`config.mk`:
```
export PLATFORM = sky130hd
export DESIGN_NAME = nwd_queue
export DESIGN_NICKNAME = d
export VERILOG_FILES = /design/src/rtl/nwd_pkg.sv /design/src/rtl/nwd_queue.sv
export SDC_FILE = /design/constraint.sdc
export NUM_CORES = 1
export LEC_CHECK = 0
export BUFFER_PORTS_ARGS = -buffer_cell sky130_fd_sc_hd__buf_2
export CAP_MARGIN = 10
export CELL_PAD_IN_SITES_DETAIL_PLACEMENT = 0
export CELL_PAD_IN_SITES_GLOBAL_PLACEMENT = 1
export CORE_MARGIN = 3
export CORE_UTILIZATION = 40
export DETAILED_ROUTE_END_ITERATION = 10
export PLACE_DENSITY = 0.71
export SYNTH_ARGS = -nofsm -noshare
export SYNTH_HDL_FRONTEND = slang
export SYNTH_SLANG_ARGS = --single-unit
```
`constraint.sdc`:
```
create_clock -name clk -period 4.65 [get_ports clk]
set_clock_uncertainty 0.05 [all_clocks]
set_input_delay 0.2325 -clock clk [delete_from_list [all_inputs] [get_ports clk]]
set_output_delay 0.2325 -clock clk [all_outputs]
set_load 0.05 [all_outputs]
```
`src/rtl/nwd_pkg.sv`:
```
`timescale 1ns / 1ps
// ----------------------------------------------------------------------------
// nwd_pkg
// Shared constants, types and field helpers for the neighbour weighted
// decay update block.
// ----------------------------------------------------------------------------
package nwd_pkg;

  localparam int FRAC_BITS      = 12;
  localparam int TIME_FRAC      = 16;
  localparam int NUM_CELL_TYPES = 3;
  localparam int FIELD_W        = 20;
  localparam int SUM_W          = 40;
  localparam int POS_W          = 32;
  localparam int DEG_W          = 17;
  localparam int REINF_W        = 32;
  localparam int TS_W           = 24;
  localparam int PACK_W         = FIELD_W * NUM_CELL_TYPES;
  localparam int R2_W           = 2 * FIELD_W + 2;
  localparam int ROOT_W         = R2_W / 2;
  localparam int W_W            = FRAC_BITS + 1;
  localparam int APB_AW         = 6;
  localparam int APB_DW         = 64;

  localparam logic [DEG_W-1:0] DEG_ONE = DEG_W'(1) << TIME_FRAC;
  localparam logic [W_W-1:0]   W_ONE   = W_W'(1) << FRAC_BITS;

  typedef enum logic [2:0] {
    REG_ENABLE    = 3'd0,
    REG_TIME_STEP = 3'd1,
    REG_RADIUS    = 3'd2,
    REG_CELL_RAD  = 3'd3,
    REG_DEG_RATE  = 3'd4,
    REG_DEP_RATE  = 3'd5
  } cfg_reg_t;

  typedef struct packed {
    logic               enable;
    logic [TS_W-1:0]    step_size;
    logic [FIELD_W-1:0] influence_radius;
    logic [PACK_W-1:0]  cell_radii;
    logic [PACK_W-1:0]  degrade_rates;
    logic [PACK_W-1:0]  deposit_rates;
  } nwd_cfg_t;

  // One classified neighbour, as queued between the front and back parts.
  typedef struct packed {
    logic               en;
    logic               last;
    logic [FIELD_W-1:0] degrade_c;
    logic [FIELD_W-1:0] deposit_c;
    logic [DEG_W-1:0]   deg;
    logic [REINF_W-1:0] reinf;
    logic               mark;
  } nwd_entry_t;

  function automatic logic [FIELD_W-1:0] field_sel(input logic [PACK_W-1:0] packed_v,
                                                   input logic [1:0] t);
    logic [FIELD_W-1:0] r;
    r = '0;
    for (int i = 0; i < NUM_CELL_TYPES; i++) begin
      if (t == 2'(i)) r = packed_v[i*FIELD_W +: FIELD_W];
    end
    return r;
  endfunction

  // Negative rates count as zero.
  function automatic logic [FIELD_W-1:0] rate_sel(input logic [PACK_W-1:0] packed_v,
                                                  input logic [1:0] t);
    logic [FIELD_W-1:0] v;
    v = field_sel(packed_v, t);
    return v[FIELD_W-1] ? '0 : v;
  endfunction

endpackage

```
`src/rtl/nwd_queue.sv`:
```
`timescale 1ns / 1ps
// ----------------------------------------------------------------------------
// nwd_queue
// Two-entry queue of classified neighbours between front and back.
// ----------------------------------------------------------------------------
module nwd_queue
  import nwd_pkg::*;
(
  input  logic       clk,
  input  logic       rst,
  input  logic       push_valid,
  output logic       push_ready,
  input  nwd_entry_t push_data,
  output logic       pop_valid,
  input  logic       pop_ready,
  output nwd_entry_t pop_data
);

  nwd_entry_t slot [2];
  logic       wptr, rptr;
  logic [1:0] count;
  logic       do_push, do_pop;

  assign push_ready = (count != 2'd2);
  assign pop_valid  = (count != 2'd0);
  assign pop_data   = slot[rptr];
  assign do_push    = push_valid && push_ready;
  assign do_pop     = pop_valid && pop_ready;

  always_ff @(posedge clk) begin
    if (do_push) slot[wptr] <= push_data;
    if (rst) begin
      wptr  <= 1'b0;
      rptr  <= 1'b0;
      count <= 2'd0;
    end else begin
      if (do_push) wptr <= ~wptr;
      if (do_pop)  rptr <= ~rptr;
      count <= count + 2'(do_push) - 2'(do_pop);
    end
  end

endmodule

```
; Word-level counts from Yosys, hierarchy flattened
; Memory sizes are Yosys's and may differ from the RTL's. A register that Yosys moved wholly into a read port is not among the register bits.
; Index checks and enable logic that the tools add are counted.
; Widths: inputs -> output; s select.
[totals]
mem_count = 1
out_inout_bits = 94
in_bits = 96
mem_bits_rw = 184
reg_bits = 4
[memory_table]
columns = name, words, word_bits, read_ports, rd_clocked_by_memory_dff, write_ports, line
row1 = slot, 2, 92, 1, 1, 1, nwd_queue.sv:19  ; nwd_entry_t slot [2];
[op_classes]
n_reduce_logical = 3
add_sub_neg = 2
eq_ne = 1
bitwise_logic = 2
n_mux = 4
[op_table]
columns = cell, n
row1 = $mux 1, 4
row2 = $add 2x1->2, 1
row3 = $logic_and 1x1->1, 2
row4 = $ne 2x2->1 const B, 1
row5 = $not 1->1, 2
row6 = $reduce_bool 2->1, 1
row7 = $sub 2x1->2, 1

; Longest topological paths before layout
; Gate-level depths: netlist of the first run.
[depth]
ltp_word = 4
mapped_depth = 8
mapped_depth_nobuf = 8

; Least setup slack after synthesis of the first run
; OpenSTA, ideal clock, no wires.
[synth_path]
kind = flip-flop to flip-flop
start = reg count[0]
end = mem slot[0][0] (netlist name) (enable)
stages_incl_launch_ff = 4
t_required_ps = 4057
path_slack_ps = -579
arrival_ps = 4636
setup_time_ps = 543
cell_sequence = dfxtp_1 > nand2b_2 > nand2_1 > nor2_1
[synth_via]
elab_chain_len = 4
[synth_lines]
columns = element, line
row1 = start: declaration, nwd_queue.sv:21  ; logic [1:0] count;
row2 = start signal: assignment, nwd_queue.sv:39  ; count <= count + 2'(do_push) - 2'(do_pop);
row3 = $ne 2x2->1, nwd_queue.sv:24  ; assign push_ready = (count != 2'd2);
row4 = named net push_ready, nwd_queue.sv:12  ; output logic push_ready,
row5 = $logic_and 1x1->1, nwd_queue.sv:27  ; assign do_push = push_valid && push_ready;
row6 = $mux 1, nwd_queue.sv:31  ; if (do_push) slot[wptr] <= push_data;
row7 = $mux 1 (implied by the code), nwd_queue.sv:31
row8 = end: declaration, nwd_queue.sv:19
; The timed path passes the listed nets, and every way through them passes these cells.

==> results of run 1 <==
[power by group through the flow]
stage | Combinational, W | Sequential [W] | Clock [W]
floorplan | 0.00171 | 0.00224 | 0
global placement | 0.00197 | 0.00226 | 0
detailed placement | 0.00198 | 0.00227 | 0
CTS | 0.00205 | 0.00224 | 0.00136
global route | 0.00211 | 0.00225 | 0.00144
finish | 0.00202 | 0.00223 | 0.00132
[critical path, delay by kind of cell, from the launching register on]
family,cells,cell delay [ps]
buffers and inverters,2,660
DFF,1,620
muxes,1,350
[cell usage after synthesis, types with 2 or more instances]
cell type                  number
sky130_fd_sc_hd__edfxtp_1     184
sky130_fd_sc_hd__mux2_4        80
sky130_fd_sc_hd__mux2_2        13
sky130_fd_sc_hd__buf_12         8
sky130_fd_sc_hd__dfxtp_1        5
sky130_fd_sc_hd__nor2_1         5
sky130_fd_sc_hd__ha_1           2
sky130_fd_sc_hd__nor2b_1        2
sky130_fd_sc_hd__xnor2_1        2
[repair_timing]
action | in CTS | in global routing
hold buffers | 93 | 0
endpoints found under the setup margin | 0 | 0
hold endpoints to repair | 188 | 0
[stage by stage]
| step | power [W] | area, um^2 |
|---|---|---|
| after floorplan | 0.00395 | 7270 |
| after global placement | 0.00423 | 8380 |
| after detailed placement | 0.00425 | 8380 |
| after CTS | 0.00564 | 9840 |
| after global routing | 0.00581 | 9840 |
| final | 0.00557 | 9840 |
[path summary, 6_finish.rpt]
| kind | start | end | slack [ps] | cells after the start |
|---|---|---|---|---|
| setup / recovery | flop | pop_data[74] | 2210 | 3 |
| hold / removal | pop_ready | flop | 210 | 4 |
| setup reg to reg | count[0] | slot[1][36] | 2360 | 3 |
| hold reg to reg | rptr | flop | 480 | 2 |
[metal layers]
layer	track usage	up-vias	wire length, um
met4	0.0510	2	252
met3	0.0485	21	878
met2	0.241	131	6930
li1	-	1817	-
met1	0.161	1851	5610
met5	0	-	13
[cells by family after synthesis]
logic type,after synthesis,share of synthesized area
compound gates,1,0.00103
flops,189,0.774
mux,93,0.185
buf+inv,11,0.0248
xor+xnor,3,0.00362
fa+ha+maj,2,0.00344
simple gates,11,0.00775
[state kept, by name, summed over array words and instances (netlist names), named ones only]
| name | flops |
|---|---|
| count | 2 |
| rptr | 1 |
| wptr | 1 |
| slot | 184 |
[area by class of cell]
type                            instances  share of cell area
Sequential cell                       189               0.572
Timing Repair Buffer                  286               0.195
Inverter                                1            0.000381
Clock buffer                           20              0.0444
Clock inverter                         11             0.00979
Tap cell                              225              0.0286
Multi-Input combinational cell        110               0.150
[cell usage in the layout, fill, tap and decap left out, drive strengths merged]
master / synthesis / final
buf: 10 / 193
edfxtp: 184 / 184
dlygate4sd3: 0 / 93
mux2: 93 / 93
clkbuf: 0 / 20
clkinv: 0 / 8
nor2: 5 / 5
dfxtp: 5 / 5
nor2b: 2 / 2
xnor2: 2 / 2
ha: 2 / 2
inv: 1 / 2
o21a: 1 / 1
nand2b: 1 / 1
nand2: 1 / 1
or2: 1 / 1
and3: 1 / 1
xor2: 1 / 1
clkinvlp: 0 / 1
bufinv: 0 / 1
==> impl_metrics.ini, run 1 <==
[floorplan]
fp.dieW_um = 141
design.portCount = 190
die_height_um = 141
floorplan.core_area_um2 = 17500
design.die.area_um2 = 19800
core.rowCount = 48
initial_cell_density_of_the_core = 0.414

[synth]
synthesis.area_um2 = 7270
synth_fp_nets = 408
yosysUniqueCellTypes = 18
synth_enable_flop_cells = 184
synth_async_reset_ratio = 0
synthTopCellsByArea = sky130_fd_sc_hd__edfxtp_1, sky130_fd_sc_hd__mux2_4, sky130_fd_sc_hd__buf_12
synth.yosys.warnings = 0
top_cell_type_s_share_of_synthesized_area = 0.760
ys_seq_area_frac = 0.774
syn_area_per_cell_um2 = 23.4
ys_dominant_reg_cell = sky130_fd_sc_hd__edfxtp_1
netlist.top_cell.by_area = sky130_fd_sc_hd__edfxtp_1
post_synth_inst_count = 310
synth.ff_latch_count = 189

[timing]
setup_slack_ps = 2210
worst_margin_slew_ps = 893
min_period_ps = 2440
post-route-period-util = 0.525
grt_setup_unrepaired = false
hold_viol = 0
fmax_mhz = 410
max-slew-margin-rel = 0.405
final.hold.worst_slack_ps = 208
accumulated_negative_setup_slack_ps = 0
report.final.setup_viol = 0
count_of_final_max_slew_check_failures = 0

[global_route]
grt_use_total = 0.139
grt_pass1_vias = 4225
antenna_found_initial = 1
overflow = 0
pin_count_of_the_biggest_net_entering_global_routing = 68
grt_first_pass_wirelength_mm = 21.4

[finish]
final_core_util = 0.561
syn_to_final_growth_pct = 35.4
regArea_um2 = 5630
layout.filler_cells = 1360
multiInputGateArea_um2 = 1480
final_nets = 703
antenna_cells = 0
count_of_placed_standard_cells_in_the_final_layout_fillers_left_out = 842
drive_gt1_frac = 0.515

[clock_tree]
root_buffer = sky130_fd_sc_hd__clkbuf_16
cts_max_level = 4
cts_tree = built
cts_buffers = 17
cts_resized = 0
cts_post_setup_buffers_inserted = 0
clk_latency_ps = 410
cts_buffer_depth = 2
clk_transition_reported_paths_ps = 60
cts.sink_count = 189

[critical_path]
worstPathMaxFanout = 67
crit_path_end_kind = primary output
cpPeakStageDelay_ps = 620
startpoint_type = flop
critical_path.slowest_cell = sky130_fd_sc_hd__dfxtp_4
path_class = flop to primary output
critPathArrivalTime_ps = 2160
worst-endpoint-required_ps = 4370
cp_cell_sequence = buf_12 -> mux2_4 -> buf_2

[drt]
drt_first_iter_violations = 174
detail_route.wl_per_cell_um = 16.3
postRouteAntennaNets = 0
via_count = 3822
drc = 0
routed_wl_mm = 13.7
vias_per_cell = 4.54
pre_antenna_drt_iters = 5

[power]
leakage_nw = 3.86
p_seq_frac = 0.401
switchingPower_w = 0.00202
netSwitchingFraction = 0.363
power_internal_w = 0.00355
power_density_nw_per_um2 = 566
ir_drop_mv = 0.302
pwr-share-comb = 0.362
clockPowerShare = 0.237

[placement]
numPortBuffers = 189
detailed_place_hpwl_mm = 8.59
placed_cells = 718
detailedPlace.worstSlack_ps = 2340
routabilityCongestion = 0.716

[job]
timing.max_cap.violations = 0

[status]
status = finished clean

[min_path]
timing.hold.worst.class = input pin to flop
Power figures use the tool's default switching activity.
==> run 2: changes to the inputs <==
ABC_AREA = 1   (was default)
clock period = 2.2 ns   (was 4.65 ns; I/O delays follow)
==> run 2 against run 1 <==
Against the previous run: worst setup slack got worse by 2000 ps; synthesized cell count increased by 4.2%; sequential cell count unchanged; utilization increased by 1.4 points; global-route usage rose by 0.32 points; register-to-register slack got worse by 1800 ps; first-iteration DRC count increased by 1.7%; hold slack better by 150 ps.
==> impl_metrics.ini, run 2 <==
[synth]
syn_area_per_cell_um2 = 22.5
synth_common_cells = sky130_fd_sc_hd__edfxtp_1, sky130_fd_sc_hd__mux2_4, sky130_fd_sc_hd__mux2_2, sky130_fd_sc_hd__nor2_1
synth.ff_latch_count = 189
post_synth_inst_count = 323
synthTopCellsByArea = sky130_fd_sc_hd__edfxtp_1, sky130_fd_sc_hd__mux2_4, sky130_fd_sc_hd__buf_12
yosysUniqueCellTypes = 13
netlist.top_cell.by_area = sky130_fd_sc_hd__edfxtp_1
top_cell_type_s_share_of_synthesized_area = 0.759
synth_async_reset_ratio = 0
ys_seq_area_frac = 0.773
synth.yosys.warnings = 0
synth.most_common_cell = sky130_fd_sc_hd__edfxtp_1
synthesis.area_um2 = 7280
ys_dominant_reg_cell = sky130_fd_sc_hd__edfxtp_1
synth_enable_flop_cells = 184
synth_fp_nets = 421

[finish]
drive_gt1_frac = 0.514
final_design_area_no_fill_um2 = 10100
antenna_cells = 0
syn_to_final_growth_pct = 38.6
commonest_non_fill_non_tap_cell_in_the_layout = sky130_fd_sc_hd__buf_2
final_nets = 723
largest_registers = slot x184, count x2
flip_flop_count_of_the_largest_register_after_layout = 184
top_register = slot
layout.filler_cells = 1352
count_of_placed_standard_cells_in_the_final_layout_fillers_left_out = 863
final_cell_mix = sky130_fd_sc_hd__buf_2, sky130_fd_sc_hd__edfxtp_1, sky130_fd_sc_hd__dlygate4sd3_1

[timing]
hold_viol = 0
fmax_mhz = 497
accumulated_negative_setup_slack_ps = 0
report.final.setup_viol = 0
max-slew-margin-rel = 0.678
grt_setup_unrepaired = false
worst_margin_slew_ps = 483
count_of_final_max_slew_check_failures = 0
post-route-period-util = 0.915
min_period_ps = 2010
final.hold.worst_slack_ps = 358

[power]
power_density_nw_per_um2 = 1210
ir_drop_mv = 0.623
leakage_nw = 3.98
p_total_w = 0.0122

[global_route]
grt_pass1_vias = 4304
overflow = 0
grt_use_total = 0.143
grt_first_pass_wirelength_mm = 22.0
pin_count_of_the_biggest_net_entering_global_routing = 48
antenna_found_initial = 0

[drt]
detail_route.wl_per_cell_um = 16.1
pre_antenna_drt_iters = 4
drc = 0
postRouteAntennaNets = 0
routed_wl_mm = 13.9
via_count = 3900
vias_per_cell = 4.52
drt_first_iter_violations = 177

[placement]
dpl_cell_area_um2 = 8550
placed_cells = 736
detailed_place_hpwl_mm = 9.09
numPortBuffers = 189
routabilityCongestion = 0.695

[floorplan]
initial_cell_density_of_the_core = 0.415
fp.dieW_um = 141
core.rowCount = 48
design.portCount = 190
die_height_um = 141
floorplan.core_area_um2 = 17500
design.die.area_um2 = 19900

[job]
timing.max_cap.violations = 0

[clock_tree]
cts_buffer_depth = 2
cts_buffers = 17
cts_tree = built
cts_post_setup_buffers_inserted = 0
clk_transition_reported_paths_ps = 70
cts_max_level = 4
clk_latency_ps = 420
cts.sink_count = 189
root_buffer = sky130_fd_sc_hd__clkbuf_16

[critical_path]
path_class = flop to primary output
startpoint_type = flop
cpPeakStageDelay_ps = 590
cp_cell_sequence = buf_4 -> mux2_2 -> buf_2
worstPathMaxFanout = 21
crit_path_end_kind = primary output
critical_path.slowest_cell = sky130_fd_sc_hd__dfxtp_4
critPathArrivalTime_ps = 1850
worst-endpoint-required_ps = 2040

[status]
status = finished clean

[min_path]
timing.hold.worst.class = input pin to flop
## run 2: changes by cell type after synthesis, moves of 3 or more
cell,before,now
sky130_fd_sc_hd__inv_1,1,8
sky130_fd_sc_hd__nand2_1,1,8
sky130_fd_sc_hd__nand3_1,0,3
sky130_fd_sc_hd__nor2_1,5,9
## run 2: path summary, 6_finish.rpt
path / endpoint / cells past startpoint / slack, ps / from
worst max-delay path: pop_data[0] / 3 / 190 / flop
worst min-delay path: slot[0][10] / 2 / 360 / push_data[10]
worst max register to register: slot[1][59] / 5 / 540 / count[0]
worst min register to register: flop / 2 / 450 / rptr
## run 2: metrics by stage
step	utilization	setup slack (ps)
floorplan	-	-222
finish	0.576	187
global placement	0.487	531
detailed placement	0.487	504
CTS	0.576	140
global route	0.576	84.8
## run 2: cell families (layout without fill, tap and decap cells)
| group | after synthesis | count (layout) | share of synthesized area |
|---|---|---|---|
| adder cells (fa/ha/maj) | 2 | 2 | 0.00344 |
| AO/OA/AOI/OAI | 2 | 2 | 0.00137 |
| multiplexers | 92 | 92 | 0.184 |
| buffers and inverters | 18 | 333 | 0.0283 |
| AND/OR/NAND/NOR | 20 | 20 | 0.0108 |
| flip-flops | 189 | 189 | 0.773 |
## run 2: repair_timing
item	4_1_cts	5_1_grt
setup endpoints to repair	0	0
hold endpoints to repair	189	0
hold buffers	95	0
gates resized for setup	0	0
## run 2: per-layer routing
layer	vias to the layer above	track usage	part of all wire
li1	1868	-	-
met1	1898	0.167	0.40
met2	121	0.247	0.52
met3	13	0.0475	0.066
met4	0	0.0474	0.012
met5	-	0	0
## run 2: cell type report
class                           count  area (um^2)  area share
Sequential cell                   189         5630       0.558
Timing Repair Buffer              293         2060       0.205
Clock inverter                     12          160      0.0159
Clock buffer                       20          437      0.0433
Tap cell                          225          282      0.0279
Multi-Input combinational cell    116         1490       0.147
Inverter                            8         33.8     0.00335
## run 2: power breakdown
part	total, W	leakage (nW)	internal, W	switching [W]
registers	0.00475	1.76	0.00456	0.000197
clock network	0.00311	0.289	0.00180	0.00130
logic	0.00435	1.93	0.00147	0.00288
total	0.0122	3.98	0.00783	0.00438
## run 2: worst max-delay path: cells and delay by family, from the launching register on
| kind | cells | cell delay [ps] |
|---|---|---|
| buf+inv | 2 | 480 |
| flops | 1 | 590 |
| mux | 1 | 350 |
